==> src/rtl/assert_macros.svh <==
// Assertion helpers shared by the RTL. Both macros expect a signal named clk, and
// PSG_ASSERT also expects rst_n, in the scope where it is used.
`ifndef ASSERT_MACROS_SVH
`define ASSERT_MACROS_SVH

`ifndef NO_ASSERTIONS

// Checked only while the block is out of reset.
`define PSG_ASSERT(label, prop, msg) \
  label: assert property (@(posedge clk) disable iff (!rst_n) (prop)) else $error(msg);

// Checked at every edge, including the ones during reset.
`define PSG_ASSERT_ALWAYS(label, prop, msg) \
  label: assert property (@(posedge clk) (prop)) else $error(msg);

`else

`define PSG_ASSERT(label, prop, msg)
`define PSG_ASSERT_ALWAYS(label, prop, msg)

`endif

`endif

==> src/rtl/psg_pkg.sv <==
`default_nettype none

package psg_pkg;

  localparam int NUM_TONES  = 3;
  localparam int NUM_CHANS  = 4;
  localparam int PERIOD_W   = 10;
  localparam int ATTEN_W    = 4;
  localparam int AMP_W      = 13;
  localparam int LEVEL_W    = 15;
  localparam int LFSR_W     = 16;

  // Item kinds on the input channel.
  localparam logic ACT_WRITE = 1'b0;
  localparam logic ACT_TICK  = 1'b1;

  // Channel number of the noise generator in latch bytes.
  localparam logic [1:0] NOISE_CH = 2'd3;

  // Noise rate select, bits 1-0 of the noise control register.
  localparam logic [1:0] NOISE_RATE_16 = 2'd0;
  localparam logic [1:0] NOISE_RATE_32 = 2'd1;
  localparam logic [1:0] NOISE_RATE_64 = 2'd2;
  localparam logic [1:0] NOISE_RATE_T2 = 2'd3;

  localparam logic [PERIOD_W-1:0] NOISE_PER_16 = 10'h010;
  localparam logic [PERIOD_W-1:0] NOISE_PER_32 = 10'h020;
  localparam logic [PERIOD_W-1:0] NOISE_PER_64 = 10'h040;

  localparam logic [LFSR_W-1:0]  LFSR_SEED   = 16'h8000;
  localparam logic [ATTEN_W-1:0] ATTEN_MUTE  = 4'hF;
  localparam logic [7:0]         MASK_RESET  = 8'hFF;

  typedef struct packed {
    logic       action;
    logic [7:0] data_byte;
  } in_item_t;

  typedef struct packed {
    logic [LEVEL_W-1:0] left_level;
    logic [LEVEL_W-1:0] right_level;
    logic [3:0]         channel_bits;
  } out_item_t;

  // Amplitude for each attenuation step, loudest first.
  function automatic logic [AMP_W-1:0] vol_amp(input logic [ATTEN_W-1:0] att);
    logic [AMP_W-1:0] amp;
    case (att)
      4'd0:    amp = 13'd8000;
      4'd1:    amp = 13'd6355;
      4'd2:    amp = 13'd5048;
      4'd3:    amp = 13'd4010;
      4'd4:    amp = 13'd3186;
      4'd5:    amp = 13'd2531;
      4'd6:    amp = 13'd2010;
      4'd7:    amp = 13'd1597;
      4'd8:    amp = 13'd1268;
      4'd9:    amp = 13'd1008;
      4'd10:   amp = 13'd800;
      4'd11:   amp = 13'd636;
      4'd12:   amp = 13'd505;
      4'd13:   amp = 13'd401;
      4'd14:   amp = 13'd319;
      default: amp = 13'd0;
    endcase
    return amp;
  endfunction

endpackage

`default_nettype wire

==> src/rtl/psg_tone_noise_generator.sv <==
`default_nettype none
// Channel  Direction  Handshake              Payload
// in_      input      in_valid / in_stall    psg_pkg::in_item_t (action, data_byte)
// out_     output     out_valid / out_stall  psg_pkg::out_item_t (left, right, bits)
// cfg_     input      cfg_valid / cfg_ready  cfg_data, stereo mask
//
// One request per clock is taken while the result is not stalled; each passes an input
// register, then state update plus level summing into the result register.
// Synchronous active-low reset silences all channels and restores the stereo mask.
// A stalled result holds the result register and then the input register; the
// generator state only advances when a request moves into the result register.

module psg_tone_noise_generator (
  input  wire logic                clk,
  input  wire logic                rst_n,
  input  wire logic                in_valid,
  output      logic                in_stall,
  input  wire psg_pkg::in_item_t   in_data,
  output      logic                out_valid,
  input  wire logic                out_stall,
  output      psg_pkg::out_item_t  out_data,
  input  wire logic                cfg_valid,
  output      logic                cfg_ready,
  input  wire logic [7:0]          cfg_data
);
  import psg_pkg::*;

  `include "assert_macros.svh"

  // Input register.
  logic     s1_valid_r;
  in_item_t s1_item_r;

  // Result register.
  logic      out_valid_r;
  out_item_t out_item_r;

  // Generator state.
  logic [7:0]          mask_r;
  logic [1:0]          lat_ch_r, lat_ch_nxt;
  logic                lat_vol_r, lat_vol_nxt;
  logic [PERIOD_W-1:0] tone_per_r [NUM_TONES];
  logic [PERIOD_W-1:0] tone_per_nxt [NUM_TONES];
  logic [3:0]          noise_ctl_r, noise_ctl_nxt;
  logic [ATTEN_W-1:0]  atten_r [NUM_CHANS];
  logic [ATTEN_W-1:0]  atten_nxt [NUM_CHANS];
  logic [PERIOD_W-1:0] cnt_r [NUM_CHANS];
  logic [PERIOD_W-1:0] cnt_nxt [NUM_CHANS];
  logic [NUM_TONES-1:0] tone_out_r, tone_out_nxt;
  logic                noise_tog_r, noise_tog_nxt;
  logic [LFSR_W-1:0]   lfsr_r, lfsr_nxt;

  logic                out_free;
  logic                adv;
  logic                noise_wr;
  logic [1:0]          eff_ch;
  logic                eff_vol;
  logic                is_latch;
  logic [PERIOD_W-1:0] noise_per;
  logic                fb;
  logic [NUM_CHANS-1:0] chan_bits;
  logic [AMP_W-1:0]    amp [NUM_CHANS];
  logic [LEVEL_W-1:0]  left_sum, right_sum;

  assign out_free  = !out_valid_r || !out_stall;
  assign adv       = s1_valid_r && out_free;
  assign in_stall  = s1_valid_r && !out_free;
  assign cfg_ready = 1'b1;
  assign out_valid = out_valid_r;
  assign out_data  = out_item_r;

  // Next generator state for the request in the input register.
  always_comb begin
    lat_ch_nxt    = lat_ch_r;
    lat_vol_nxt   = lat_vol_r;
    tone_per_nxt  = tone_per_r;
    noise_ctl_nxt = noise_ctl_r;
    atten_nxt     = atten_r;
    cnt_nxt       = cnt_r;
    tone_out_nxt  = tone_out_r;
    noise_tog_nxt = noise_tog_r;
    lfsr_nxt      = lfsr_r;
    noise_wr      = 1'b0;
    noise_per     = NOISE_PER_16;
    fb            = 1'b0;

    is_latch = s1_item_r.data_byte[7];
    eff_ch   = is_latch ? s1_item_r.data_byte[6:5] : lat_ch_r;
    eff_vol  = is_latch ? s1_item_r.data_byte[4] : lat_vol_r;

    if (s1_item_r.action == ACT_WRITE) begin
      lat_ch_nxt  = eff_ch;
      lat_vol_nxt = eff_vol;
      if (eff_vol) begin
        atten_nxt[eff_ch] = s1_item_r.data_byte[3:0];
      end else if (eff_ch == NOISE_CH) begin
        noise_ctl_nxt = s1_item_r.data_byte[3:0];
        lfsr_nxt      = LFSR_SEED;
        noise_wr      = 1'b1;
      end else begin
        for (int i = 0; i < NUM_TONES; i++) begin
          if (eff_ch == 2'(i)) begin
            if (is_latch) begin
              tone_per_nxt[i][3:0] = s1_item_r.data_byte[3:0];
            end else begin
              tone_per_nxt[i][9:4] = s1_item_r.data_byte[5:0];
            end
          end
        end
      end
    end else begin
      // A period of zero or one parks the tone high with its counter frozen.
      for (int i = 0; i < NUM_TONES; i++) begin
        if (tone_per_r[i] <= PERIOD_W'(1)) begin
          tone_out_nxt[i] = 1'b1;
        end else if (cnt_r[i] <= PERIOD_W'(1)) begin
          cnt_nxt[i]      = tone_per_r[i];
          tone_out_nxt[i] = ~tone_out_r[i];
        end else begin
          cnt_nxt[i] = cnt_r[i] - PERIOD_W'(1);
        end
      end

      case (noise_ctl_r[1:0])
        NOISE_RATE_16: noise_per = NOISE_PER_16;
        NOISE_RATE_32: noise_per = NOISE_PER_32;
        NOISE_RATE_64: noise_per = NOISE_PER_64;
        default: begin
          noise_per = (tone_per_r[NUM_TONES-1] == '0) ? PERIOD_W'(1)
                                                      : tone_per_r[NUM_TONES-1];
        end
      endcase

      // The shift register advances on every second noise reload.
      if (cnt_r[NUM_CHANS-1] <= PERIOD_W'(1)) begin
        cnt_nxt[NUM_CHANS-1] = noise_per;
        noise_tog_nxt        = ~noise_tog_r;
        if (!noise_tog_r) begin
          fb       = noise_ctl_r[2] ? (lfsr_r[0] ^ lfsr_r[3]) : lfsr_r[0];
          lfsr_nxt = {fb, lfsr_r[LFSR_W-1:1]};
        end
      end else begin
        cnt_nxt[NUM_CHANS-1] = cnt_r[NUM_CHANS-1] - PERIOD_W'(1);
      end
    end
  end

  // Levels seen after the request takes effect.
  always_comb begin
    chan_bits = {lfsr_nxt[0], tone_out_nxt};
    left_sum  = '0;
    right_sum = '0;
    for (int i = 0; i < NUM_CHANS; i++) begin
      amp[i] = chan_bits[i] ? vol_amp(atten_nxt[i]) : '0;
      if (mask_r[i + NUM_CHANS]) begin
        left_sum = left_sum + LEVEL_W'(amp[i]);
      end
      if (mask_r[i]) begin
        right_sum = right_sum + LEVEL_W'(amp[i]);
      end
    end
  end

  always_ff @(posedge clk) begin
    if (!rst_n) begin
      s1_valid_r  <= 1'b0;
      out_valid_r <= 1'b0;
    end else begin
      if (in_valid && !in_stall) begin
        s1_valid_r <= 1'b1;
      end else if (adv) begin
        s1_valid_r <= 1'b0;
      end
      if (adv) begin
        out_valid_r <= 1'b1;
      end else if (!out_stall) begin
        out_valid_r <= 1'b0;
      end
    end
  end

  always_ff @(posedge clk) begin
    if (in_valid && !in_stall) begin
      s1_item_r <= in_data;
    end
    if (adv) begin
      out_item_r.left_level   <= left_sum;
      out_item_r.right_level  <= right_sum;
      out_item_r.channel_bits <= chan_bits;
    end
  end

  always_ff @(posedge clk) begin
    if (!rst_n) begin
      mask_r      <= MASK_RESET;
      lat_ch_r    <= '0;
      lat_vol_r   <= 1'b0;
      noise_ctl_r <= '0;
      tone_out_r  <= '1;
      noise_tog_r <= 1'b0;
      lfsr_r      <= LFSR_SEED;
      for (int i = 0; i < NUM_TONES; i++) begin
        tone_per_r[i] <= '0;
      end
      for (int i = 0; i < NUM_CHANS; i++) begin
        atten_r[i] <= ATTEN_MUTE;
        cnt_r[i]   <= '0;
      end
    end else begin
      if (cfg_valid && cfg_ready) begin
        mask_r <= cfg_data;
      end
      if (adv) begin
        lat_ch_r    <= lat_ch_nxt;
        lat_vol_r   <= lat_vol_nxt;
        tone_per_r  <= tone_per_nxt;
        noise_ctl_r <= noise_ctl_nxt;
        atten_r     <= atten_nxt;
        cnt_r       <= cnt_nxt;
        tone_out_r  <= tone_out_nxt;
        noise_tog_r <= noise_tog_nxt;
        lfsr_r      <= lfsr_nxt;
      end
    end
  end

  `PSG_ASSERT_ALWAYS(a_reset_empty, !rst_n |=> !out_valid_r && !s1_valid_r,
    "pipeline not empty after reset")
  `PSG_ASSERT(a_lfsr_live, lfsr_r != '0, "noise shift register reached zero")
  `PSG_ASSERT(a_noise_seed, adv && noise_wr |=> lfsr_r == LFSR_SEED,
    "noise write did not reseed the shift register")
  `PSG_ASSERT(a_tone_park,
    adv && s1_item_r.action == ACT_TICK && tone_per_r[0] <= PERIOD_W'(1) |=> tone_out_r[0],
    "short-period tone not held high")
  `PSG_ASSERT(a_no_extra,
    out_valid_r && !out_stall && !s1_valid_r |=> !out_valid_r,
    "result shown without a request behind it")

endmodule

`default_nettype wire
==> config.mk <==
export PLATFORM = sky130hd
export DESIGN_NAME = psg_tone_noise_generator
export DESIGN_NICKNAME = d
export VERILOG_FILES = /design/src/rtl/psg_pkg.sv /design/src/rtl/psg_tone_noise_generator.sv
export VERILOG_INCLUDE_DIRS = /design/src /design/src/rtl
export SDC_FILE = /design/constraint.sdc
export NUM_CORES = 1
export LEC_CHECK = 0
export ABC_AREA = 1
export BUFFER_PORTS_ARGS = -buffer_cell sky130_fd_sc_hd__buf_2
export CAP_MARGIN = 25
export CORE_ASPECT_RATIO = 1.1
export CORE_MARGIN = 10
export CORE_UTILIZATION = 45
export CTS_BUF_LIST = sky130_fd_sc_hd__clkbuf_8 sky130_fd_sc_hd__clkbuf_16
export DETAILED_ROUTE_END_ITERATION = 10
export PLACE_DENSITY = 0.63
export SETUP_SLACK_MARGIN = 0.05
export SLEW_MARGIN = 10
export SYNTH_ARGS = -nofsm -noshare
export SYNTH_HDL_FRONTEND = slang
export SYNTH_SLANG_ARGS = --single-unit
==> constraint.sdc <==
create_clock -name clk -period 11.6 [get_ports clk]
set_input_delay 1.16 -clock clk [delete_from_list [all_inputs] [get_ports clk]]
set_output_delay 1.16 -clock clk [all_outputs]
set_load 0.01 [all_outputs]
== Yosys cells after proc, flatten, opt, wreduce, memory -nomap -nowiden ==
Memories as Yosys holds them, arrays and structs flattened.
Cells that the tools add are included.
Cells by class
  add/subtract/negate cells: 10
  $mul: 0
  div/mod/pow operators: 0
  magnitude comparators: 9
  eq/ne operators: 9
  shifts and indexed selects: 0
  multiplexer cells: 42
  bitwise gates (word level): 13
  reductions and logical operators: 28
Operators by type and width (number)
  2-to-1 mux 16 bit: 7
  adder 15 x 13 -> 15 bit: 6
  2-to-1 mux 15 bit: 6
  2-to-1 mux 13 bit: 6
  less-or-equal comparator 10 x 1 -> 1 bit (second input constant): 7
  2-to-1 mux 10 bit: 5
  subtractor 10 x 1 -> 10 bit (second input constant): 4
  AND reduction 6 bit: 6
  case mux 10 bit (3 select lines): 1
  bitwise mux 16 bit: 1
  2-to-1 mux 1 bit: 12
  AND reduction 3 bit: 4
  NOT 1 bit: 11
  logical NOT 10 bit: 1
  demux 4 bit (select 2 bit): 1
  == test 2 bit (second input constant): 3
  AND reduction 5 bit: 1
  == test 2 x 1 -> 1 bit (second input constant): 2
  logical AND 1 bit: 4
  logical NOT 1 bit: 4
  logical NOT 2 bit: 2
  2-to-1 mux 4 bit: 1
  != test 2 x 1 -> 1 bit (second input constant): 2
  != test 2 bit (second input constant): 2
  other kinds (10): 12
Word-level totals
  register bits after elaboration: 165
  latch bits: 0
  bits in writable memories: 0
  memory bits (read-only): 832
  output and inout bits: 37
  logic and storage cells: 144
  memories: 4
Memories
  (no name shown): depth 16, bits a word 13, rd ports 1, clocked after memory_dff 0, wr ports 0, line psg_pkg.sv:48  | case (att)
  (no name shown): depth 16, bits a word 13, rd ports 1, clocked after memory_dff 0, wr ports 0, line psg_pkg.sv:48
  (no name shown): depth 16, bits a word 13, rd ports 1, clocked after memory_dff 0, wr ports 0, line psg_pkg.sv:48
  (no name shown): depth 16, bits a word 13, rd ports 1, clocked after memory_dff 0, wr ports 0, line psg_pkg.sv:48

== Logic depth before layout (Yosys ltp) ==
Gate-level depths: netlist (run 1).
An unclocked memory read counts as a cell.
  depth in word-level cells: 18
  mapped depth: 52

== Least setup slack after synthesis (run 1) ==
No wires, ideal clock.
  path type: flip-flop to flip-flop
  start: register s1_item_r, in the netlist is_latch
  end: register out_item_r, in the netlist out_data[18] (data pin)
  arrival: 6.107 ns
  setup slack: 5.236 ns
  cell stages (with the launch flop): 44
  path buffers: 1
  cells stage by stage: edfxtp_1 buf_6 nand2_1 nand2_4 nor2_4 nand2_4 o21ai_1 inv_1 ha_1 inv_1 nand3_1 nand2_1 nor2_2 nor2_4 nand3_4 and2_1 ha_1 o21ai_0 (+8 left out) o21ai_0 nand2_1 nand2_1 nand2_1 a21oi_1 or2_2 nand3_1 and2_1 ha_1 inv_1 nor3_1 nand3_1 o2111ai_1 nand2_1 a21oi_1 inv_1 o2111ai_1 nand2_1
RTL lines
  from (decl): line psg_tone_noise_generator.sv:32  | in_item_t s1_item_r;
  from (signal assigned): line psg_tone_noise_generator.sv:184  | s1_item_r <= in_data;
  to (decl): line psg_tone_noise_generator.sv:36  | out_item_t out_item_r;

==> results.cfg, run 1 <==
[synth]
yosys.area.top_type = dfxtp_1
ys_top_cells_by_area = dfxtp_1 18%, nand2_1 11%, ha_1 11%
ys.flop_type = dfxtp_1
ys_types = 60
synth_edf_count = 43
ys_seq_area_share_pct = 27.41
syn-cell-area_mm2 = 0.01362
yosysMostFrequentCell = nand2_1
yosys-top-cells-count = 415 x nand2_1, 233 x inv_1, 228 x a21oi_1, 191 x o21ai_0, 162 x nor2_1
netlist.area_leader.share_pct = 17.93
async_flop_share_pct = 0
syn_area_per_cell_um2 = 6.777
syn_nets = 2156
synth_seq_cells = 165
yosysWarningCount = 0
postSynthCellCount = 2010

[clock_network]
clk_latency_ps = 450
post_cts_buffers = 0
cts_buffers = 17
holdBufCountCts = 0
clockBufferDepth = 2
ctsRootBufferMaster = clkbuf_16
cts_resized = 0
htree_levels = 4
tritoncts = done
path_clk_slew_ps = 80
clkSinkCount = 165

[power]
comb_power_share_pct = 47.5
seqPwrFrac_pct = 29.1
power.density_mw_per_mm2 = 157.4
peakVddDrop_uv = 111.8
p_int_uw = 1331
switching_share_pct = 42.74
finalPower_uw = 2325
leakagePower_uw = 0.006848
power_frac_clock_pct = 23.3
switchingPower_uw = 993.7

[critical_path]
crit_path_start_kind = flip-flop
worst_ep_arrival_time_ps = 7730
path_max_fanout = 10
setup.worst_path.class = reg -> reg
cp_top_family = compound AO/OA/AOI/OAI gates
path_common_cell = nand2_1
timing.critical_path.buf_inv = 6
ff2ff_path_depth = 43
r2r_start = is_latch
end_kind = flip-flop
crit_slowest_cell = o21ai_1
max_stage_delay_ps = 570
required_ps = 11790
rr_endpoint = out_data[33]
ff2ff_setup_slack_ps = 4060

[floorplanning]
die_area_mm2 = 0.03764
die_h_um = 202.5
pin_count = 59
rows = 66
start_util_pct = 45.82
core_area_mm2 = 0.02973
die_w_um = 185.9

[global_routing]
grtUsageTotal_pct = 21.28
grt-ovfl-total = 0
grt_pass1_wl_mm = 64.40
antenna_found_initial = 0
first_global_vias = 12619
grt_max_degree = 65

[job]
drv_cap = 0

[finish]
stdcell_count = 2424
area_growth_pct = 8.423
layout-drive-gt1-share_pct = 8.488
diodes = 0
nets = 2183
fill_cells = 3070

[route]
drc = 0
first_iter_violations = 958
wl_per_cell_um = 16.44
routed-via-count = 13476
wirelength_mm = 39.85
drt_first_pass_iters = 5
avgViaCountPerCell = 5.559
postRouteAntennaNets = 0

[min_path]
min_to = tone_per_r[20]
whs_path_depth = 2
min-delay-start = tone_per_r[20]
hold_class = reg -> reg

[sta]
finalSetupTns_ps = 0
final_max_slew_viol_count = 0
tightest_slew_ps = 1170
relSlewSlack_pct = 21.28
fmaxAchievable_mhz = 132.6
post-route-min-period_ps = 7543
fin_crit_sh_pct = 65.02
finalSetupViolCount = 0
hold_viol = 0
grt_setup_unrepaired = no
skew_ps = 15.95

[outcome]
status = finished clean

[placed_design]
port_buffers = 57
globalplace.congestion = 0.9351
numPlacedInstances = 2391
hpwl_mm = 30.74
[cell usage in the layout (no fill, tap or decap), types with 5 or more instances in the layout]
| master | instances |
|---|---|
| inv_1 | 234 |
| o31ai_1 | 6 |
| o21ai_1 | 15 |
| edfxtp_1 | 43 |
| nor2_2 | 6 |
| nor4_1 | 5 |
| nand3b_1 | 6 |
| nand2_1 | 415 |
| o21bai_1 | 6 |
| o2111ai_1 | 6 |
| nor3_1 | 37 |
| o21ai_2 | 12 |
| xor2_1 | 32 |
| a21oi_1 | 228 |
| a31oi_1 | 8 |
| nand4_1 | 14 |
| o211ai_1 | 20 |
| and2_1 | 10 |
| nand3_1 | 121 |
| ha_1 | 120 |
| dfxtp_1 | 122 |
| clkbuf_16 | 17 |
| nand3_2 | 5 |
| o21ai_0 | 191 |
| or2_2 | 11 |
| clkinv_1 | 5 |
| a221oi_1 | 13 |
| buf_4 | 12 |
| a211oi_1 | 18 |
| buf_2 | 58 |
| nand2_4 | 6 |
| nand2_2 | 16 |
| nor2_1 | 161 |
| xnor2_1 | 19 |
[cells by family after synthesis]
group	share of synthesized area (%)
AND/OR/NAND/NOR	26.73
AO/OA/AOI/OAI	22.20
buffers and inverters	8.579
flip-flops	27.41
adder cells (fa/ha/maj)	11.61
XOR/XNOR	3.444
other	0.02753
[metrics by stage]
| stage | worst slack (ps) | utilization [%] | hold WS (ps) | instance area [um2] |
|---|---|---|---|---|
| 3_3_place_gp | 4250 | 47.80 | 439.4 | 14210 |
| 6_report | 4057 | 49.68 | 453.7 | 14770 |
| 3_5_place_dp | 4158 | 47.82 | 448.5 | 14220 |
| 2_1_floorplan | 5236 | - | 424.1 | 13620 |
| 5_1_grt | 3345 | 49.68 | 478.1 | 14770 |
| 4_1_cts | 4114 | 49.65 | 458.2 | 14760 |
[tightest hold or removal path: cells and delay by family, from the launching register on]
family                 cells  cell delay, ps
DFF                        1             310
AOI/OAI and AO/OA          1              50
buffers and inverters      1              50
[final cells by class]
| class | instances | area, um2 | share of cell area (%) |
|---|---|---|---|
| Multi-Input combinational cell | 1541 | 8727 | 59.09 |
| Sequential cell | 165 | 3734 | 25.28 |
| Inverter | 241 | 907.1 | 6.142 |
| Tap cell | 374 | 467.9 | 3.168 |
| Clock buffer | 20 | 466.7 | 3.160 |
| Timing Repair Buffer | 71 | 387.9 | 2.626 |
| Clock inverter | 12 | 78.83 | 0.5337 |
[state kept, by name (all words and copies together) (netlist names)]
name / count
cnt_r: 40
out_data: 34
tone_per_r: 30
atten_r: 16
lfsr_r: 16
mask_r: 8
s1_item_r: 8
noise_ctl_r: 3
tone_out_r: 3
lat_ch_r: 2
is_latch: 1
lat_vol_r: 1
noise_tog_r: 1
out_valid: 1
s1_valid_r: 1
[worst max path at each step]
stage	startpoint	endpoint	depth (start not counted)
finish	is_latch	out_data[33]	43
global route	is_latch	out_data[17]	36
CTS	is_latch	out_data[33]	43
detailed placement	is_latch	out_data[33]	43
global placement	cnt_r[20]	out_data[33]	40
floorplan	is_latch	out_data[18]	43
[per-layer routing]
metal | wire length, um | share of wire, % | track usage (%) | up-vias
met1 | 17400 | 44 | 26.61 | 6205
met2 | 19060 | 48 | 35.77 | 359
met5 | 0 | 0 | 0 | -
li1 | - | - | - | 6844
met3 | 2026 | 5.1 | 3.411 | 68
met4 | 1368 | 3.4 | 8.127 | 0
[power by group through the flow]
stage | clock [uW] | combinational (uW) | sequential, uW
2_1_floorplan | 0 | 830 | 692
4_1_cts | 556 | 1100 | 677
5_1_grt | 581 | 1250 | 682
3_5_place_dp | 0 | 1090 | 689
6_report | 543 | 1100 | 677
3_3_place_gp | 0 | 1090 | 689
Power figures use the tool's default switching activity.
==> run 2, diff against run 1 <==
==> constraint.sdc (replaced) <==
create_clock -name clk -period 7.6 [get_ports clk]
set_input_delay 0.76 -clock clk [delete_from_list [all_inputs] [get_ports clk]]
set_output_delay 0.76 -clock clk [all_outputs]
set_load 0.01 [all_outputs]
==> results.cfg, run 2 (synthesis results as in run 1) <==
[power]
leakagePower_uw = 0.006934
peakVddDrop_uv = 158.5
power.density_mw_per_mm2 = 238.0

[route]
wirelength_mm = 40.90
postRouteAntennaNets = 0
first_iter_violations = 888
drt_first_pass_iters = 5
wl_per_cell_um = 16.75
avgViaCountPerCell = 5.550
drc = 0
routed-via-count = 13554

[finish]
largest_register_ffs = 40
final_cell_mix = 415 x nand2_1, 237 x inv_1, 227 x a21oi_1
fill_cells = 3057
diodes = 0
final_common_cell = nand2_1
nets = 2201
top_register = cnt_r
multiInputGateArea_mm2 = 0.008778
layout-drive-gt1-share_pct = 9.429
regArea_mm2 = 0.003734
area_growth_pct = 9.608

[global_routing]
antenna_found_initial = 0
first_global_vias = 12789
grt_pass1_wl_mm = 65.34
gr-usage-met1_pct = 26.39
top_usage_layer = met2
grt_use_met3_pct = 3.322
grt_max_degree = 65
use_met2_pct = 37.33
grt-ovfl-total = 0
grtUsageTotal_pct = 21.62

[min_path]
whs_path_depth = 2
hold_class = reg -> reg

[sta]
finalSetupViolCount = 0
relSlewSlack_pct = 34.12
tightest_slew_ps = 980.7
final_max_slew_viol_count = 0
grt_setup_unrepaired = yes
fin_crit_sh_pct = 90.47
post-route-min-period_ps = 6876
finalWorstSetupSlack_ps = 724.2
finalSetupTns_ps = 0
hold_viol = 0
fmaxAchievable_mhz = 145.4
skew_ps = 18.08

[critical_path]
crit_end = out_data[33]
setup.worst_path.class = reg -> reg
path_depth = 45
required_ps = 7790
path_max_fanout = 10
timing.critical_path.buf_inv = 8
worst_ep_arrival_time_ps = 7070
r2r_start = is_latch
startpoint = is_latch
crit_path_start_kind = flip-flop
ff2ff_setup_slack_ps = 720
max_stage_delay_ps = 510
path_common_cell = nand2_1
rr_endpoint = out_data[33]
end_kind = flip-flop
crit_slowest_cell = edfxtp_1
cp_top_family = compound AO/OA/AOI/OAI gates
ff2ff_path_depth = 45

[clock_network]
clk_latency_ps = 450
path_clk_slew_ps = 70
tritoncts = done
clockBufferDepth = 2
htree_levels = 4
clkSinkCount = 165
cts_buffers = 17
ctsRootBufferMaster = clkbuf_16

[placed_design]
detailedPlace.worstSlack_ps = 463.3
port_buffers = 57
hpwl_mm = 31.42
globalplace.congestion = 0.9313

[job]
drv_cap = 0

[outcome]
status = finished clean

[floorplanning]
start_util_pct = 45.82
die_w_um = 185.9
die_area_mm2 = 0.03764
rows = 66
core_area_mm2 = 0.02973
die_h_um = 202.5
pin_count = 59
run 2: cell types whose count changed in the layout (fill, tap and decap cells not counted), sizes merged:
cell,previous run,this run
buf,70,89
clkbuf,21,18
clkinv,12,13
clkinvlp,1,2
run 2: layer usage:
layer,wire [um],part of all wire [%]
met2,20120,49
met3,1908,4.7
met1,17610,43
met5,0,0
met4,1253,3.1
run 2: tightest hold or removal path, stage by stage (launching register included):
cell     delay [ps]
dfxtp_1         310
inv_1            50
a21oi_1          50
run 2: metrics by stage:
stage,cell area (um2),util [%],cells,hold WS [ps],power [uW]
3_5_place_dp,14320,48.17,2405,449.6,2740
6_report,14930,50.22,2442,456.1,3553
5_1_grt,14930,50.22,2442,481.3,3821
3_3_place_gp,14310,48.13,2403,440.4,2724
2_1_floorplan,13620,-,2010,424.1,2322
4_1_cts,14840,49.93,2437,459.0,3540
run 2: final cells by class:
cell class / count / area share, %
Clock buffer: 18 / 3.017
Inverter: 241 / 6.076
Timing Repair Buffer: 89 / 3.486
Clock inverter: 14 / 0.4860
Multi-Input combinational cell: 1541 / 58.79
Tap cell: 374 / 3.134
Sequential cell: 165 / 25.01
run 2: timing repair:
action	4_1_cts	5_1_grt
endpoints found under the setup margin	0	6
gates resized for setup	0	16
hold buffers	0	0
setup buffers	0	2
run 2: how the worst min path moves through the flow:
stage                         from        endpoint  slack [ps]
floorplan           tone_per_r[10]  tone_per_r[10]         420
global placement    tone_per_r[10]  tone_per_r[10]         440
detailed placement  tone_per_r[20]  tone_per_r[20]         450
CTS                 tone_per_r[20]  tone_per_r[20]         460
global route        tone_per_r[10]  tone_per_r[10]         480
finish              tone_per_r[20]  tone_per_r[20]         460
run 2: report_power, final:
part / leakage, uW / internal, uW / switching (uW)
Sequential: 0.00140 / 996 / 35.5
Combinational: 0.00527 / 611 / 1120
Clock: 0.000266 / 427 / 362
Total: 0.00693 / 2030 / 1520
==> run 3, diff against run 2 <==
--- a/config.mk
+++ b/config.mk
@@ -14,7 +14,7 @@
 export CORE_UTILIZATION = 45
 export CTS_BUF_LIST = sky130_fd_sc_hd__clkbuf_8 sky130_fd_sc_hd__clkbuf_16
 export DETAILED_ROUTE_END_ITERATION = 10
-export PLACE_DENSITY = 0.63
+export PLACE_DENSITY_LB_ADDON = 0.3
 export SETUP_SLACK_MARGIN = 0.05
 export SLEW_MARGIN = 10
 export SYNTH_ARGS = -nofsm -noshare
==> results.cfg, run 3 (synthesis results as in run 1) <==
[route]
avgViaCountPerCell = 5.538
wl_per_cell_um = 15.98
first_iter_violations = 1050
drc = 0
wirelength_mm = 38.88
drt_first_pass_iters = 6
routed-via-count = 13474
postRouteAntennaNets = 0

[finish]
diodes = 0
top_register = cnt_r
final_cell_mix = 415 x nand2_1, 231 x inv_1, 228 x a21oi_1
largest_register_ffs = 40
final_common_cell = nand2_1
layout-drive-gt1-share_pct = 9.568
final_area_mm2 = 0.01491
nets = 2192
area_growth_pct = 9.452

[critical_path]
setup.worst_path.class = reg -> reg
cp_top_family = simple AND/OR/NAND/NOR gates
crit_path_start_kind = flip-flop
timing.critical_path.buf_inv = 8
required_ps = 7780
end_kind = flip-flop
path_max_fanout = 10
worst_ep_arrival_time_ps = 7080
path_common_cell = nand2_1
crit_slowest_cell = edfxtp_1
max_stage_delay_ps = 500

[sta]
fmaxAchievable_mhz = 145.0
tightest_slew_ps = 1123
hold_viol = 0
skew_ps = 9.933
relSlewSlack_pct = 24.47
final_max_slew_viol_count = 0
fin_crit_sh_pct = 90.75
grt_setup_unrepaired = yes
finalSetupTns_ps = 0
post-route-min-period_ps = 6897
finalSetupViolCount = 0

[floorplanning]
core_area_mm2 = 0.02973
pin_count = 59
die_h_um = 202.5
rows = 66
die_area_mm2 = 0.03764
die_w_um = 185.9
start_util_pct = 45.82

[global_routing]
grt_max_degree = 60
use_met2_pct = 35.38
gr-usage-met1_pct = 25.80
top_usage_layer = met2
antenna_found_initial = 0
grt_use_met3_pct = 2.965
grt-ovfl-total = 0
grt_pass1_wl_mm = 63.41
first_global_vias = 12769
grtUsageTotal_pct = 20.66

[job]
drv_cap = 0

[power]
power.density_mw_per_mm2 = 240.5
seqPwrFrac_pct = 28.8
peakVddDrop_uv = 166.5
p_int_uw = 2034
switchingPower_uw = 1552
leakagePower_uw = 0.006888
power_frac_clock_pct = 23.6
switching_share_pct = 43.29
comb_power_share_pct = 47.7

[clock_network]
htree_levels = 4
ctsRootBufferMaster = clkbuf_16
cts_buffers = 17
path_clk_slew_ps = 70
tritoncts = done
clkSinkCount = 165
holdBufCountCts = 0
clk_latency_ps = 450
clockBufferDepth = 2

[placed_design]
placedInstanceArea_mm2 = 0.01425
globalplace.congestion = 0.9629
hpwl_mm = 29.70
port_buffers = 57

[min_path]
hold_class = reg -> reg

[outcome]
status = finished clean
run 3: routing by layer:
layer | wire length, um | up-vias | share of wire (%)
met5 | 0 | - | 0
met4 | 965 | 0 | 2.5
met3 | 1587 | 53 | 4.1
met2 | 19030 | 334 | 49
met1 | 17290 | 6221 | 44
li1 | - | 6866 | -
run 3: timing repair:
item,CTS,global route
buffers inserted,0,2
resized for setup,0,18
setup endpoints to repair,0,6
run 3: cell type report:
| type | instances | area [um2] |
|---|---|---|
| Multi-Input combinational cell | 1541 | 8781 |
| Fill cell | 3026 | 14820 |
| Sequential cell | 165 | 3734 |
| Tap cell | 374 | 467.9 |
| Inverter | 241 | 910.9 |
| Timing Repair Buffer | 80 | 455.4 |
| Clock inverter | 15 | 135.1 |
| Clock buffer | 17 | 425.4 |
run 3: path summary, 6_finish.rpt:
| path | slack [ps] | cells past startpoint | to | from |
|---|---|---|---|---|
| setup / recovery | 700 | 44 | out_data[33] | is_latch |
| hold / removal | 450 | 2 | tone_per_r[10] | tone_per_r[10] |
| setup reg to reg | 700 | 44 | out_data[33] | is_latch |
| hold reg to reg | 450 | 2 | tone_per_r[10] | tone_per_r[10] |
run 3: tightest hold or removal path, delay by kind of cell (launching register included):
kind | cells | cell delay [ps]
buffers and inverters | 1 | 50
AOI/OAI and AO/OA | 1 | 50
DFF | 1 | 320
run 3: power groups by stage:
stage	sequential [uW]	clock [uW]	combinational, uW
floorplan	1060	0	1270
global placement	1050	0	1650
detailed placement	1050	0	1670
CTS	1030	861	1680
global route	1040	894	1930
finish	1030	845	1710
run 3: through the flow:
| step | util (%) | std cells | power [uW] | setup WS (ps) | hold WS [ps] |
|---|---|---|---|---|---|
| 3_3_place_gp | 47.93 | 2395 | 2703 | 453.7 | 437.1 |
| 4_1_cts | 49.81 | 2427 | 3575 | 276.8 | 453.8 |
| 6_report | 50.15 | 2433 | 3586 | 702.9 | 453.9 |
| 5_1_grt | 50.15 | 2433 | 3867 | 1.758 | 471.3 |
| 2_1_floorplan | - | 2010 | 2322 | 1236 | 424.1 |
| 3_5_place_dp | 47.93 | 2395 | 2723 | 314.5 | 442.4 |
